<file path="src/hw/rtl/sesd_pkg.sv">
// Package for the song event stream decoder: result kinds, decoder phases,
// lead codes and the result record type. No dependencies.
`default_nettype none

package sesd_pkg;

  // Default width of the stream byte counter.
  localparam int unsigned OffsetBitsDef = 24;

  // Widths of the result fields.
  localparam int unsigned DelayW = 24;
  localparam int unsigned LoopW  = 24;
  localparam int unsigned DurW   = 14;
  localparam int unsigned WheelW = 15;

  // Upper nibble of the lead bytes, and the full loop marker byte.
  localparam logic [3:0] LeadNoteOff  = 4'h8;
  localparam logic [3:0] LeadNoteOn   = 4'h9;
  localparam logic [3:0] LeadNoteOnce = 4'hA;
  localparam logic [3:0] LeadWheel    = 4'hE;
  localparam logic [7:0] LoopMarker   = 8'hF0;

  typedef enum logic [2:0] {
    KIND_DELAY     = 3'd0,
    KIND_NOTE_OFF  = 3'd1,
    KIND_NOTE_ON   = 3'd2,
    KIND_NOTE_ONCE = 3'd3,
    KIND_WHEEL     = 3'd4,
    KIND_LOOP      = 3'd5,
    KIND_END       = 3'd6,
    KIND_ERROR     = 3'd7
  } kind_e;

  // What the decoder expects next.
  typedef enum logic [1:0] {
    PH_LEAD  = 2'd0,
    PH_DATA1 = 2'd1,
    PH_DATA2 = 2'd2,
    PH_DATA3 = 2'd3
  } phase_e;

  typedef struct packed {
    kind_e              kind;
    logic [3:0]         channel;
    logic [7:0]         note;
    logic [7:0]         velocity;
    logic [DurW-1:0]    duration_ms;
    logic [WheelW-1:0]  wheel_value;
    logic [DelayW-1:0]  delay_ms;
    logic [LoopW-1:0]   loop_offset;
    logic               last;
  } result_t;

endpackage

`default_nettype wire

</file>
<file path="src/hw/rtl/song_event_stream_decoder.sv">
// Song event stream decoder: one byte per transaction in, decoded result
// records out. Uses sesd_pkg for kinds, phases and the result record.
//
// Output: results are registered into the result queue when the byte that
//   causes them is accepted; the output port shows the queue head.
// Throughput: one byte per cycle while the result queue has room for two
//   results. A byte causes zero, one or two results; results leave at one
//   per cycle from a four-entry result queue while out_ready_i is high, so
//   bytes that cause two results back to back stall the input.
// Reset: rst_ni clears the phase, the held lead and data bytes, the delay
//   sum, the byte counter, the error hold and the result queue.
`default_nettype none

module song_event_stream_decoder #(
  parameter int unsigned OFFSET_BITS = sesd_pkg::OffsetBitsDef
) (
  input  wire                        clk_i,
  input  wire                        rst_ni,
  // byte input channel
  input  wire                        in_valid_i,
  output logic                       in_ready_o,
  input  wire  [7:0]                 event_byte_i,
  input  wire                        is_last_i,
  // result output channel
  output logic                       out_valid_o,
  input  wire                        out_ready_i,
  output logic [2:0]                 kind_o,
  output logic [3:0]                 channel_o,
  output logic [7:0]                 note_o,
  output logic [7:0]                 velocity_o,
  output logic [sesd_pkg::DurW-1:0]  duration_ms_o,
  output logic [sesd_pkg::WheelW-1:0] wheel_value_o,
  output logic [sesd_pkg::DelayW-1:0] delay_ms_o,
  output logic [sesd_pkg::LoopW-1:0]  loop_offset_o,
  output logic                       last_o
);

  // Result queue: four entries, two pointers and a fill count.
  localparam int unsigned QDepth = 4;
  localparam int unsigned QPtrW  = $clog2(QDepth);
  localparam int unsigned QCntW  = $clog2(QDepth + 1);

  // ---------------------------------------------------------------------
  // Decoder state
  // ---------------------------------------------------------------------
  sesd_pkg::phase_e                phase_q, phase_d;
  logic [7:0]                      held_lead_q, held_lead_d;
  logic [7:0]                      data_first_q, data_first_d;
  logic [7:0]                      data_second_q, data_second_d;
  logic [sesd_pkg::DelayW-1:0]     delay_sum_q, delay_sum_d;
  logic [OFFSET_BITS-1:0]          byte_offset_q, byte_offset_d;
  logic                            error_hold_q, error_hold_d;

  // Queue state
  sesd_pkg::result_t               queue_q [QDepth];
  logic [QPtrW-1:0]                wr_ptr_q, wr_ptr_d;
  logic [QPtrW-1:0]                rd_ptr_q, rd_ptr_d;
  logic [QCntW-1:0]                count_q, count_d;

  logic                            in_accept;
  logic                            out_accept;

  // Room for the worst case of two results keeps the input side free of
  // any dependence on the output handshake in the same cycle.
  assign in_ready_o  = (count_q <= QCntW'(QDepth - 2));
  assign out_valid_o = (count_q != '0);
  assign in_accept   = in_valid_i & in_ready_o;
  assign out_accept  = out_valid_o & out_ready_i;

  // ---------------------------------------------------------------------
  // Per-byte arithmetic
  // ---------------------------------------------------------------------
  logic [OFFSET_BITS-1:0]          off_next;
  logic [sesd_pkg::LoopW-1:0]      off_out;
  logic [12:0]                     delay_add;
  logic [sesd_pkg::DelayW:0]       sum_wide;
  logic [sesd_pkg::DelayW-1:0]     sum_sat;
  logic                            lead_ok;

  // Counter wraps at its own width; the port shows its low bits.
  assign off_next = byte_offset_q + 1'b1;
  assign off_out  = sesd_pkg::LoopW'(off_next);

  // Short delays count verbatim, long delays count in 64 ms steps.
  assign delay_add = event_byte_i[6]
                   ? {({1'b0, event_byte_i[5:0]} + 7'd1), 6'd0}
                   : {7'd0, event_byte_i[5:0]};
  assign sum_wide  = {1'b0, delay_sum_q} + (sesd_pkg::DelayW + 1)'(delay_add);
  assign sum_sat   = sum_wide[sesd_pkg::DelayW] ? '1 : sum_wide[sesd_pkg::DelayW-1:0];

  assign lead_ok = (event_byte_i[7:4] == sesd_pkg::LeadNoteOff)
                || (event_byte_i[7:4] == sesd_pkg::LeadNoteOn)
                || (event_byte_i[7:4] == sesd_pkg::LeadNoteOnce)
                || (event_byte_i[7:4] == sesd_pkg::LeadWheel);

  // Build the record of a completed channel event.
  function automatic sesd_pkg::result_t event_result(
    input logic [7:0] lead,
    input logic [7:0] first,
    input logic [7:0] second,
    input logic [7:0] final_byte
  );
    sesd_pkg::result_t r;
    r         = '0;
    r.channel = lead[3:0];
    unique case (lead[7:4])
      sesd_pkg::LeadNoteOff: begin
        r.kind     = sesd_pkg::KIND_NOTE_OFF;
        r.note     = first;
        r.velocity = final_byte;
      end
      sesd_pkg::LeadNoteOn: begin
        r.kind     = sesd_pkg::KIND_NOTE_ON;
        r.note     = first;
        r.velocity = final_byte;
      end
      sesd_pkg::LeadNoteOnce: begin
        // unpack: note in a[7:1], velocity a[0]:b[7:2], duration b[1:0]:c times 16
        r.kind        = sesd_pkg::KIND_NOTE_ONCE;
        r.note        = {1'b0, first[7:1]};
        r.velocity    = {1'b0, first[0], second[7:2]};
        r.duration_ms = {second[1:0], final_byte, 4'd0};
      end
      default: begin
        r.kind        = sesd_pkg::KIND_WHEEL;
        r.wheel_value = {final_byte, 7'd0} | {7'd0, first};
      end
    endcase
    return r;
  endfunction

  // ---------------------------------------------------------------------
  // Result decode: slot A carries a delay or a completed event, slot B an
  // end, loop or error marker. Either may be absent.
  // ---------------------------------------------------------------------
  sesd_pkg::result_t res_a, res_b;
  logic              va, vb, err;
  logic [3:0]        err_ch;
  sesd_pkg::result_t push0, push1;

  always_comb begin
    res_a  = '0;
    res_b  = '0;
    va     = 1'b0;
    vb     = 1'b0;
    err    = 1'b0;
    err_ch = held_lead_q[3:0];
    if (!error_hold_q) begin
      unique case (phase_q)
        sesd_pkg::PH_LEAD: begin
          err_ch = event_byte_i[3:0];
          if (!event_byte_i[7]) begin
            // delay byte: report the sum only at stream end
            if (is_last_i) begin
              va                = (sum_sat != '0);
              res_a.kind        = sesd_pkg::KIND_DELAY;
              res_a.delay_ms    = sum_sat;
              vb                = 1'b1;
              res_b.kind        = sesd_pkg::KIND_END;
              res_b.loop_offset = off_out;
            end
          end else begin
            // any lead flushes the pending delay first
            va             = (delay_sum_q != '0);
            res_a.kind     = sesd_pkg::KIND_DELAY;
            res_a.delay_ms = delay_sum_q;
            if (lead_ok) begin
              err = is_last_i;
            end else if (event_byte_i == sesd_pkg::LoopMarker) begin
              vb                = 1'b1;
              res_b.kind        = is_last_i ? sesd_pkg::KIND_END : sesd_pkg::KIND_LOOP;
              res_b.loop_offset = off_out;
            end else begin
              err = 1'b1;
            end
          end
        end
        sesd_pkg::PH_DATA1: begin
          err = is_last_i;
        end
        sesd_pkg::PH_DATA2: begin
          if (held_lead_q[7:4] == sesd_pkg::LeadNoteOnce) begin
            err = is_last_i;
          end else begin
            va                = 1'b1;
            res_a             = event_result(held_lead_q, data_first_q, data_second_q,
                                             event_byte_i);
            vb                = is_last_i;
            res_b.kind        = sesd_pkg::KIND_END;
            res_b.loop_offset = off_out;
          end
        end
        sesd_pkg::PH_DATA3: begin
          va                = 1'b1;
          res_a             = event_result(held_lead_q, data_first_q, data_second_q,
                                           event_byte_i);
          vb                = is_last_i;
          res_b.kind        = sesd_pkg::KIND_END;
          res_b.loop_offset = off_out;
        end
        default: ;
      endcase
    end
    if (err) begin
      vb                = 1'b1;
      res_b             = '0;
      res_b.kind        = sesd_pkg::KIND_ERROR;
      res_b.channel     = err_ch;
      res_b.loop_offset = off_out;
    end
    // mark the final result of this byte
    if (vb) begin
      res_b.last = 1'b1;
    end else begin
      res_a.last = 1'b1;
    end
    // pack into queue order
    push0 = va ? res_a : res_b;
    push1 = res_b;
  end

  // ---------------------------------------------------------------------
  // Decoder next state
  // ---------------------------------------------------------------------
  always_comb begin
    phase_d       = phase_q;
    held_lead_d   = held_lead_q;
    data_first_d  = data_first_q;
    data_second_d = data_second_q;
    delay_sum_d   = delay_sum_q;
    byte_offset_d = byte_offset_q;
    error_hold_d  = error_hold_q;
    if (in_accept) begin
      byte_offset_d = off_next;
      if (!error_hold_q) begin
        unique case (phase_q)
          sesd_pkg::PH_LEAD: begin
            if (!event_byte_i[7]) begin
              delay_sum_d = sum_sat;
            end else begin
              delay_sum_d = '0;
              if (lead_ok) begin
                held_lead_d = event_byte_i;
                phase_d     = sesd_pkg::PH_DATA1;
              end else if (event_byte_i != sesd_pkg::LoopMarker) begin
                held_lead_d = event_byte_i;
              end
            end
          end
          sesd_pkg::PH_DATA1: begin
            data_first_d = event_byte_i;
            phase_d      = sesd_pkg::PH_DATA2;
          end
          sesd_pkg::PH_DATA2: begin
            if (held_lead_q[7:4] == sesd_pkg::LeadNoteOnce) begin
              data_second_d = event_byte_i;
              phase_d       = sesd_pkg::PH_DATA3;
            end else begin
              phase_d = sesd_pkg::PH_LEAD;
            end
          end
          sesd_pkg::PH_DATA3: begin
            phase_d = sesd_pkg::PH_LEAD;
          end
          default: ;
        endcase
        if (err) begin
          error_hold_d = 1'b1;
        end
      end
      // stream end rearms the decoder
      if (is_last_i) begin
        phase_d       = sesd_pkg::PH_LEAD;
        held_lead_d   = '0;
        data_first_d  = '0;
        data_second_d = '0;
        delay_sum_d   = '0;
        byte_offset_d = '0;
        error_hold_d  = 1'b0;
      end
    end
  end

  always_ff @(posedge clk_i or negedge rst_ni) begin
    if (!rst_ni) begin
      phase_q       <= sesd_pkg::PH_LEAD;
      held_lead_q   <= '0;
      data_first_q  <= '0;
      data_second_q <= '0;
      delay_sum_q   <= '0;
      byte_offset_q <= '0;
      error_hold_q  <= 1'b0;
    end else begin
      phase_q       <= phase_d;
      held_lead_q   <= held_lead_d;
      data_first_q  <= data_first_d;
      data_second_q <= data_second_d;
      delay_sum_q   <= delay_sum_d;
      byte_offset_q <= byte_offset_d;
      error_hold_q  <= error_hold_d;
    end
  end

  // ---------------------------------------------------------------------
  // Result queue
  // ---------------------------------------------------------------------
  logic             push_one, push_two;
  logic [QCntW-1:0] n_push;

  assign push_one = in_accept & (va | vb);
  assign push_two = in_accept & va & vb;
  assign n_push   = push_two ? QCntW'(2) : (push_one ? QCntW'(1) : QCntW'(0));

  always_comb begin
    wr_ptr_d = wr_ptr_q + QPtrW'(n_push);
    rd_ptr_d = out_accept ? rd_ptr_q + 1'b1 : rd_ptr_q;
    count_d  = count_q + n_push - QCntW'(out_accept);
  end

  always_ff @(posedge clk_i or negedge rst_ni) begin
    if (!rst_ni) begin
      wr_ptr_q <= '0;
      rd_ptr_q <= '0;
      count_q  <= '0;
    end else begin
      wr_ptr_q <= wr_ptr_d;
      rd_ptr_q <= rd_ptr_d;
      count_q  <= count_d;
    end
  end

  // Hold payload in the queue entries; no reset needed.
  always_ff @(posedge clk_i) begin
    if (push_one) begin
      queue_q[wr_ptr_q] <= push0;
    end
    if (push_two) begin
      queue_q[wr_ptr_q + 1'b1] <= push1;
    end
  end

  sesd_pkg::result_t head;
  assign head = queue_q[rd_ptr_q];

  assign kind_o        = head.kind;
  assign channel_o     = head.channel;
  assign note_o        = head.note;
  assign velocity_o    = head.velocity;
  assign duration_ms_o = head.duration_ms;
  assign wheel_value_o = head.wheel_value;
  assign delay_ms_o    = head.delay_ms;
  assign loop_offset_o = head.loop_offset;
  assign last_o        = head.last;

  // ---------------------------------------------------------------------
  // Assertions
  // ---------------------------------------------------------------------
  a_queue_bound: assert property (@(posedge clk_i) disable iff (!rst_ni)
    count_q <= QCntW'(QDepth))
    else $error("result queue over its depth");

  a_err_idle: assert property (@(posedge clk_i) disable iff (!rst_ni)
    error_hold_q |-> (phase_q == sesd_pkg::PH_LEAD) && (delay_sum_q == '0))
    else $error("error hold with event or delay pending");

  a_delay_phase: assert property (@(posedge clk_i) disable iff (!rst_ni)
    (delay_sum_q != '0) |-> (phase_q == sesd_pkg::PH_LEAD))
    else $error("delay pending inside an event");

  a_data3_once: assert property (@(posedge clk_i) disable iff (!rst_ni)
    (phase_q == sesd_pkg::PH_DATA3) |-> (held_lead_q[7:4] == sesd_pkg::LeadNoteOnce))
    else $error("third data byte expected for a non-once lead");

  a_end_rearm: assert property (@(posedge clk_i) disable iff (!rst_ni)
    (in_accept && is_last_i) |=> (byte_offset_q == '0) && !error_hold_q
                                 && (phase_q == sesd_pkg::PH_LEAD))
    else $error("decoder not rearmed after stream end");

endmodule

`default_nettype wire
</file>
<file path="config.mk">
export PLATFORM = sky130hd
export DESIGN_NAME = song_event_stream_decoder
export DESIGN_NICKNAME = d
export VERILOG_FILES = /design/src/hw/rtl/sesd_pkg.sv /design/src/hw/rtl/song_event_stream_decoder.sv
export SDC_FILE = /design/constraint.sdc
export NUM_CORES = 1
export LEC_CHECK = 0
export ABC_AREA = 1
export BUFFER_PORTS_ARGS = -buffer_cell sky130_fd_sc_hd__buf_2
export CAP_MARGIN = 20
export CORE_MARGIN = 5
export CORE_UTILIZATION = 64
export DETAILED_ROUTE_END_ITERATION = 16
export HOLD_SLACK_MARGIN = 0.03
export PLACE_DENSITY_LB_ADDON = 0.12
export SYNTH_ARGS = -nofsm -noshare
export SYNTH_HDL_FRONTEND = slang
export SYNTH_SLANG_ARGS = --single-unit
</file>
<file path="constraint.sdc">
create_clock -name clk_i -period 9.8 [get_ports clk_i]
set_input_delay 0.49 -clock clk_i [delete_from_list [all_inputs] [get_ports clk_i]]
set_output_delay 0.49 -clock clk_i [all_outputs]
set_load 0.005 [all_outputs]
</file>
# --- After elaboration in Yosys (flattened, before gate mapping) ---
# Memory sizes are Yosys's and may differ from the RTL's.
# Index checks and enable logic that the tools add are counted.
# W data, S select, Z words.
op_classes:
  addsub: 8
  order_cmp: 1
  eq_ne: 15
  mux: 90
  bitwise_logic: 7
  n_reduce_logical: 20
ops:
  columns: ["op", "n"]
  rows:
  - ["$mux W101", 4]
  - ["$mux W24", 14]
  - ["$mux W8", 13]
  - ["$pmux W49 S2", 1]
  - ["$pmux W24 S3", 1]
  - ["$pmux W24 S2", 1]
  - ["$reduce_bool A24 Y1", 2]
  - ["$pmux W16 S2", 1]
  - ["$mux W15", 2]
  - ["$eq A4 B4 Y1 const B", 7]
  - ["$mux W1", 26]
  - ["$add A24 B13 Y25", 1]
  - ["$mux W25", 1]
  - ["$add A24 B1 Y24 const B", 1]
  - ["$mux W3", 6]
  - ["$pmux W3 S3", 2]
  - ["$mux W16", 1]
  - ["$or A15 B8 Y15", 1]
  - ["$mux W14", 1]
  - ["$mux W2", 7]
  - ["$mux W13", 1]
  - ["$pmux W3 S2", 2]
  - ["$reduce_bool A2 Y1", 5]
  - ["$pmux W1 S3", 3]
  - ["24 further kinds", 37]
word_totals:
  register_bits: 82
  mem_bits_rw: 404
  in_bits: 13
  elab_cells: 152
  n_memories: 1
mem_list:
  columns: ["name", "depth", "word_bits", "read_ports", "rd_clocked_by_memory_dff", "write_ports", "line_no", "rtl"]
  rows:
  - ["queue_q", 4, 101, 1, 0, 2, "song_event_stream_decoder.sv:55", "sesd_pkg::result_t queue_q [QDepth];"]

# --- Longest topological paths before layout ---
# Gate-level depths: netlist (run 1).
depth:
  word_depth: 15
  depth_mapped: 35

# --- Worst setup path after synthesis (run 1) ---
# No wires, ideal clock.
synth_timing:
  path_type: "input to register"
  startpoint: "input event_byte_i[6]"
  endpoint: "memory queue_q[3][0] (netlist bit), enable pin"
  setup_time_ns: 0.478
  arrival_time_ns: 4.404
  required_time_ns: 9.322
  path_slack_ns: 4.918
  cell_stages: 28
  cell_sequence: "clkbuf_1 -> nor2_1 -> ha_1 -> fa_1 -> nand3_2 -> nand3_2 -> nand2_1 -> nand2_1 -> nand2_2 -> nand2_2 -> nand2_2 -> buf_6 -> nand3_1 -> nor2_1 -> nand2_1 -> nor2_1 -> nand3_2 -> nand2_4 -> nand3_4 -> inv_1 -> ha_1 -> nor2_1 -> inv_1 -> nor2_1 -> inv_1 -> clkbuf_1 -> clkbuf_1 -> nand2_1"
synth_rtl:
  columns: ["item", "line_no", "rtl"]
  rows:
  - ["start: declaration", "song_event_stream_decoder.sv:22", "input wire [7:0] event_byte_i,"]
  - ["end: declaration", "song_event_stream_decoder.sv:55", null]

==> flow_summary.yaml, run 1 <==
final_layout:
  antenna_cells: 0
  layout_cells_sized_above_1: 0.0976
  design.final.nets: 3349
  synthToLayoutAreaGrowth_pct: 8.40
  sequential_cell_area_um2: 11100
  layout.cells.non_filler: 3862
  filler_cell_count: 3171
  multi_input_gate_area_um2: 10600
  design_area_um2: 26500
hold_path:
  worst_hold_path.endpoint: "held_lead_q[4]"
  hold_class: "in -> reg"
  worst_hold_path.num_cells: 3
  timing.hold.worst.start: "event_byte_i[4]"
setup_path:
  cp_max_fo: 53
  ff_to_ff_start: "delay_sum_q[0]"
  critical_path_required_ns: 10.07
  timing.reg2reg.setup_slack_ns: 3.33
  worst_r2r_path_depth: 23
  worst-endpoint-arrival_ns: 6.74
  critPathLaunchType: "register"
  endpoint_kind: "register"
  critical_path_class: "reg -> reg"
  timing.rr.end: "queue_q[3][22]"
yosys:
  yosys.area.top_type_share: 0.213
  synth-main-ff-cell: "sky130_fd_sc_hd__dfxtp_1"
  synth_enable_flop_cells: 128
  synthesis.area_um2: 24400
  synth.area.top_cells: "sky130_fd_sc_hd__dfxtp_1 21%, sky130_fd_sc_hd__edfxtp_1 16%, sky130_fd_sc_hd__nand2_1 13%"
  synth_cells: 3334
  synth_sequential_area_ratio: 0.455
  post-synth-top-area-cell: "sky130_fd_sc_hd__dfxtp_1"
  synth_async_sr_flop_share: 0.174
  ys_types: 44
  avgSynthCellArea_um2: 7.32
  postSynthRegisterBits: 470
  yosysWarnings: 0
die:
  initial_cell_density_of_the_core: 0.648
  chipHeight_um: 205
  ioPinCount: 116
  coreArea_um2: 37700
  die_area_um2: 42200
  std_cell_rows: 71
  die-width_um: 205
routing:
  first_pass_iters: 6
  drt-vias-per-instance: 5.86
  drt-wirelength-per-cell_um: 18.3
  ant_nets: 0
  route.vias.total: 22627
  wirelength_mm: 70.8
  drt_drc_violations_left: 0
  detailedRoute.firstIterationViolations: 2551
clock_tree:
  cts.repair.resized: 0
  clk_root_buffer_cell: "sky130_fd_sc_hd__clkbuf_16"
  clock_path_buffers: 3
  clock_latency_ns: 0.59
  clk_transition_reported_paths_ns: 0.06
  holdBufCountCts: 1
  cts_tree: "done"
  cts_post_setup_buffers_inserted: 0
  htreeDepth: 2
  cts_buffers: 49
  cts.sink_count: 470
global_route:
  overflow: 0
  grt_first_pass_wirelength_mm: 112
  grt_antenna_before_repair: 0
  globalRouteTotalUtil: 0.329
  vias_in_the_first_global_route: 21347
  pin_count_of_the_biggest_net_entering_global_routing: 109
sta:
  grt_setup_unrepaired: "false"
  setup_tns_ns: 0
  fmaxAchievable_mhz: 155
  fraction_of_the_cycle_the_final_worst_path_needs: 0.660
  final_setup_violation_count: 0
  final_hold_viol_count: 0
  max_slew_margin: 0.221
  final_period_minus_worst_setup_slack_ns: 6.47
  report.final.slew_viol_count: 0
  fin_skew_ns: 0.0325
  worst_slew_pin_slew_ns: 1.17
placed_design:
  gpl.final_weighted_congestion: 0.937
  place.detailed.hpwl_mm: 43.6
  portbufs: 111
  placed_cells: 3770
  postPlaceCellArea_um2: 24700
outcome:
  status: "completed"
power:
  total_leakage_power_uw: 0.0124
  design_power_total_uw: 7720
  power-per-cell-area_nw_per_um2: 292
  max-vdd-ir-drop_uv: 166
job:
  cap_viol_max_count: 0
area by class of cell:
type | instances | share of cell area
clock buffers | 68 | 0.0536
multi-input cells | 2225 | 0.401
repair buffers | 140 | 0.0302
inverters | 427 | 0.0607
clock inverters | 21 | 0.0105
flip-flops and latches | 470 | 0.420
well taps | 511 | 0.0242
synthesized netlist by cell type, drive strengths merged, types with 59 or more instances:
| cell type | count |
|---|---|
| nand2 | 854 |
| o21ai | 492 |
| inv | 419 |
| nor2 | 314 |
| dfxtp | 260 |
| o22ai | 169 |
| clkbuf | 156 |
| edfxtp | 128 |
| a21oi | 112 |
| nand3 | 110 |
| dfrtp | 82 |
| nand4 | 63 |
| buf | 59 |
cells in the final DEF, fill, tap and decap left out, types with 4 or more instances in the layout:
cell type,synthesis,routed
sky130_fd_sc_hd__nand2_1,834,831
sky130_fd_sc_hd__o21ai_0,492,492
sky130_fd_sc_hd__inv_1,401,398
sky130_fd_sc_hd__nor2_1,303,303
sky130_fd_sc_hd__dfxtp_1,260,260
sky130_fd_sc_hd__o22ai_1,169,169
sky130_fd_sc_hd__edfxtp_1,128,128
sky130_fd_sc_hd__buf_2,9,110
sky130_fd_sc_hd__a21oi_1,108,108
sky130_fd_sc_hd__nand3_1,88,88
sky130_fd_sc_hd__dfrtp_1,82,80
sky130_fd_sc_hd__nand4_1,61,61
sky130_fd_sc_hd__clkbuf_16,0,50
sky130_fd_sc_hd__buf_4,6,28
sky130_fd_sc_hd__xor2_1,25,25
sky130_fd_sc_hd__or2_2,24,24
sky130_fd_sc_hd__ha_1,21,21
sky130_fd_sc_hd__inv_2,18,19
sky130_fd_sc_hd__nand2_2,19,19
sky130_fd_sc_hd__nor3_1,17,17
sky130_fd_sc_hd__nand3_2,17,17
sky130_fd_sc_hd__clkinv_1,8,12
sky130_fd_sc_hd__clkbuf_8,0,10
sky130_fd_sc_hd__nor2_2,9,9
sky130_fd_sc_hd__clkinv_2,0,8
sky130_fd_sc_hd__clkbuf_1,156,8
sky130_fd_sc_hd__bufinv_16,0,6
sky130_fd_sc_hd__nand3_4,5,5
sky130_fd_sc_hd__a21oi_2,4,4
sky130_fd_sc_hd__nand2_4,1,4
sky130_fd_sc_hd__nor4_1,4,4
sky130_fd_sc_hd__conb_1,1,4
worst max-delay path: stages, from the launching register on:
cell and delay [ns]:
sky130_fd_sc_hd__dfrtp_1 0.44, sky130_fd_sc_hd__ha_1 0.29, sky130_fd_sc_hd__fa_1 0.48, sky130_fd_sc_hd__nand2_1 0.10, sky130_fd_sc_hd__nand3_1 0.06, sky130_fd_sc_hd__nand3_1 0.10, sky130_fd_sc_hd__nand2_1 0.09, sky130_fd_sc_hd__nand3_1 0.12
sky130_fd_sc_hd__nand2_1 0.12, sky130_fd_sc_hd__nand2_1 0.11, sky130_fd_sc_hd__xor2_1 0.18, sky130_fd_sc_hd__nor2_1 0.07, sky130_fd_sc_hd__nand3_2 0.11, sky130_fd_sc_hd__nand2_4 0.12, sky130_fd_sc_hd__nand3_4 0.36, sky130_fd_sc_hd__inv_1 0.13
sky130_fd_sc_hd__ha_1 0.20, sky130_fd_sc_hd__nor2_1 0.50, sky130_fd_sc_hd__inv_1 0.09, sky130_fd_sc_hd__nor2_1 0.11, sky130_fd_sc_hd__buf_4 0.26, sky130_fd_sc_hd__clkinv_2 0.69, sky130_fd_sc_hd__nand2_1 0.97, sky130_fd_sc_hd__buf_4 0.41
sequential cells by signal, indices dropped and copies added, names as in the netlist:
signal         flops
error_hold_q       1
phase_q            2
delay_sum_q       24
data_first_q       8
rd_ptr_q           2
held_lead_q        8
count_q            3
byte_offset_q     24
queue_q          388
wr_ptr_q           2
data_second_q      8
cells by family after synthesis:
| kind of cell | synth area share |
|---|---|
| AND/OR/NAND/NOR | 0.241 |
| other | 0.000154 |
| buffers and inverters | 0.112 |
| AO/OA/AOI/OAI | 0.171 |
| adder cells (fa/ha/maj) | 0.0124 |
| flip-flops | 0.455 |
| XOR/XNOR | 0.00968 |
through the flow:
step	hold WS [ns]	util	setup WS, ns
after CTS	0.284	0.702	3.36
after floorplan	0.194	-	4.92
after global placement	0.433	0.656	3.01
final	0.312	0.703	3.33
after global routing	0.307	0.703	2.74
after detailed placement	0.431	0.656	2.81
routing by layer:
| layer | GRT usage | share of wire | vias to the layer above |
|---|---|---|---|
| li1 | - | - | 10794 |
| met1 | 0.454 | 0.42 | 10533 |
| met2 | 0.533 | 0.46 | 1131 |
| met3 | 0.0512 | 0.093 | 169 |
| met4 | 0.116 | 0.031 | 0 |
| met5 | 0 | 0 | - |
how the worst max path moves through the flow:
| stage | start | end | slack (ns) | cells after the start |
|---|---|---|---|---|
| after floorplan | event_byte_i[6] | queue_q[3][0] | 4.92 | 28 |
| after global placement | event_byte_i[0] | queue_q[3][17] | 3.01 | 28 |
| after detailed placement | event_byte_i[0] | queue_q[3][21] | 2.81 | 28 |
| after CTS | delay_sum_q[0] | queue_q[3][21] | 3.36 | 23 |
| after global routing | event_byte_i[0] | queue_q[3][16] | 2.74 | 28 |
| final | delay_sum_q[0] | queue_q[3][22] | 3.33 | 23 |
report_power, final:
part | leakage, uW | internal (uW) | total (uW) | switching (uW)
Sequential | 0.00441 | 2390 | 2640 | 253
Combinational | 0.00713 | 997 | 3120 | 2120
Clock | 0.000840 | 1170 | 1960 | 792
Total | 0.0124 | 4560 | 7720 | 3160
(Power assumes the default switching activity.)
==> run 2, diff against run 1 <==
CORE_UTILIZATION = 62   (was 64)
clock period = 6.5 ns   (was 9.8 ns; I/O delays follow)
==> flow_summary.yaml, run 2 (synthesis results as in run 1) <==
clock_tree:
  cts_post_setup_buffers_inserted: 0
  clk_root_buffer_cell: "sky130_fd_sc_hd__clkbuf_16"
  clk_transition_reported_paths_ns: 0.06
  clock_path_buffers: 3
  cts_tree: "done"
  htreeDepth: 2
  cts_buffers: 48
  clock_latency_ns: 0.60
  cts.sink_count: 470
setup_path:
  critPathLaunchType: "register"
  timing.rr.end: "count_q[2]"
  worst-endpoint-arrival_ns: 5.34
  path_common_cell: "sky130_fd_sc_hd__nand2_1"
  worst_r2r_path_depth: 25
  cp_max_fo: 13
  endpoint_kind: "register"
  critical-path-top-delay-family: "simple AND/OR/NAND/NOR gates"
  critical_path.max_stage_delay_ns: 0.49
  worst-path-buf-inv: 3
  critical_path_class: "reg -> reg"
  timing.reg2reg.setup_slack_ns: 1.68
  crit_slowest_cell: "sky130_fd_sc_hd__fa_1"
  ff_to_ff_start: "delay_sum_q[0]"
  critical_path_required_ns: 7.02
global_route:
  pin_count_of_the_biggest_net_entering_global_routing: 98
  vias_in_the_first_global_route: 21582
  grt_antenna_before_repair: 0
  overflow: 0
  globalRouteTotalUtil: 0.314
  grt_first_pass_wirelength_mm: 113
final_layout:
  most_frequent_standard_cell_in_the_layout_excluding_fill_and_tap_cells: "sky130_fd_sc_hd__nand2_1"
  largest_register_ffs: 388
  design.final.nets: 3366
  layout_cells_sized_above_1: 0.102
  largestRegisters: "queue_q: 388 flops, byte_offset_q: 24 flops, delay_sum_q: 24 flops"
  most_frequent_cells_in_the_layout: "831 x sky130_fd_sc_hd__nand2_1, 492 x sky130_fd_sc_hd__o21ai_0, 398 x sky130_fd_sc_hd__inv_1, 303 x sky130_fd_sc_hd__nor2_1, 260 x sky130_fd_sc_hd__dfxtp_1"
  synthToLayoutAreaGrowth_pct: 8.77
  final_core_utilization: 0.684
  antenna_cells: 0
  top_register: "queue_q"
routing:
  first_pass_iters: 7
  drt_drc_violations_left: 0
  drt-wirelength-per-cell_um: 18.1
  ant_nets: 0
  detailedRoute.firstIterationViolations: 2538
  route.vias.total: 22714
  wirelength_mm: 70.4
  drt-vias-per-instance: 5.85
placed_design:
  place.detailed.hpwl_mm: 44.4
  gpl.final_weighted_congestion: 0.973
  portbufs: 111
sta:
  max_slew_margin: 0.284
  worst_slew_pin_slew_ns: 1.07
  fraction_of_the_cycle_the_final_worst_path_needs: 0.741
  report.final.slew_viol_count: 0
  final_setup_violation_count: 0
  fmaxAchievable_mhz: 208
  final_hold_viol_count: 0
  final_period_minus_worst_setup_slack_ns: 4.82
  setup_tns_ns: 0
  grt_setup_unrepaired: "false"
  fin_skew_ns: 0.0111
outcome:
  status: "completed"
hold_path:
  worst_hold_path.endpoint: "held_lead_q[4]"
  hold_class: "in -> reg"
  timing.hold.worst.start: "event_byte_i[4]"
  worst_hold_path.num_cells: 3
die:
  coreArea_um2: 38800
  die-width_um: 208
  ioPinCount: 116
  initial_cell_density_of_the_core: 0.629
  die_area_um2: 43500
  chipHeight_um: 208
  std_cell_rows: 72
power:
  power-per-cell-area_nw_per_um2: 434
  design_power_total_uw: 11500
  total_leakage_power_uw: 0.0124
  max-vdd-ir-drop_uv: 277
job:
  cap_viol_max_count: 0
run 2: power by group:
| group | internal (uW) | switching, uW |
|---|---|---|
| Combinational | 1540 | 3190 |
| Sequential | 3600 | 375 |
| Clock | 1650 | 1170 |
| Total | 6790 | 4740 |
run 2: per-layer routing:
| layer | GRT usage | wire [um] | vias up |
|---|---|---|---|
| li1 | - | - | 10825 |
| met1 | 0.432 | 29900 | 10695 |
| met2 | 0.502 | 32300 | 1006 |
| met3 | 0.0527 | 5790 | 188 |
| met4 | 0.118 | 2430 | 0 |
| met5 | 0 | 0 | - |
run 2: what timing repair did:
action	4_1_cts	5_1_grt
hold buffers	1	0
gates resized for setup	0	0
endpoints found under the setup margin	0	0
endpoints found under the hold margin	31	0
run 2: worst min-delay path: stages:
cell,delay (ns)
sky130_fd_sc_hd__buf_2,0.14
sky130_fd_sc_hd__nand2_1,0.15
sky130_fd_sc_hd__o21ai_0,0.10
run 2: worst max-delay path by stage:
stage,from,end,cells after the start
after global placement,event_byte_i[1],queue_q[0][17],23
after detailed placement,event_byte_i[1],count_q[2],30
final,delay_sum_q[0],count_q[2],25
after floorplan,event_byte_i[6],queue_q[3][0],28
after global routing,delay_sum_q[0],count_q[2],25
after CTS,delay_sum_q[0],count_q[2],25
run 2: through the flow:
step	cells	hold WS [ns]	setup slack, ns	area (um2)
finish	3884	0.167	1.68	26600
global route	3884	0.144	1.33	26600
CTS	3880	0.132	1.71	26500
detailed placement	3793	0.301	1.32	24900
global placement	3793	0.301	1.53	24900
floorplan	3337	0.0294	1.78	24400
run 2: cell type report:
| type | count | area (um2) |
|---|---|---|
| fill | 3267 | 12300 |
| multi-input combinational | 2225 | 10600 |
| tap | 518 | 648 |
| sequential | 470 | 11100 |
| timing repair buffer | 158 | 978 |
| clock buffer | 71 | 1430 |
| clock inverter | 15 | 165 |
| inverter | 427 | 1610 |
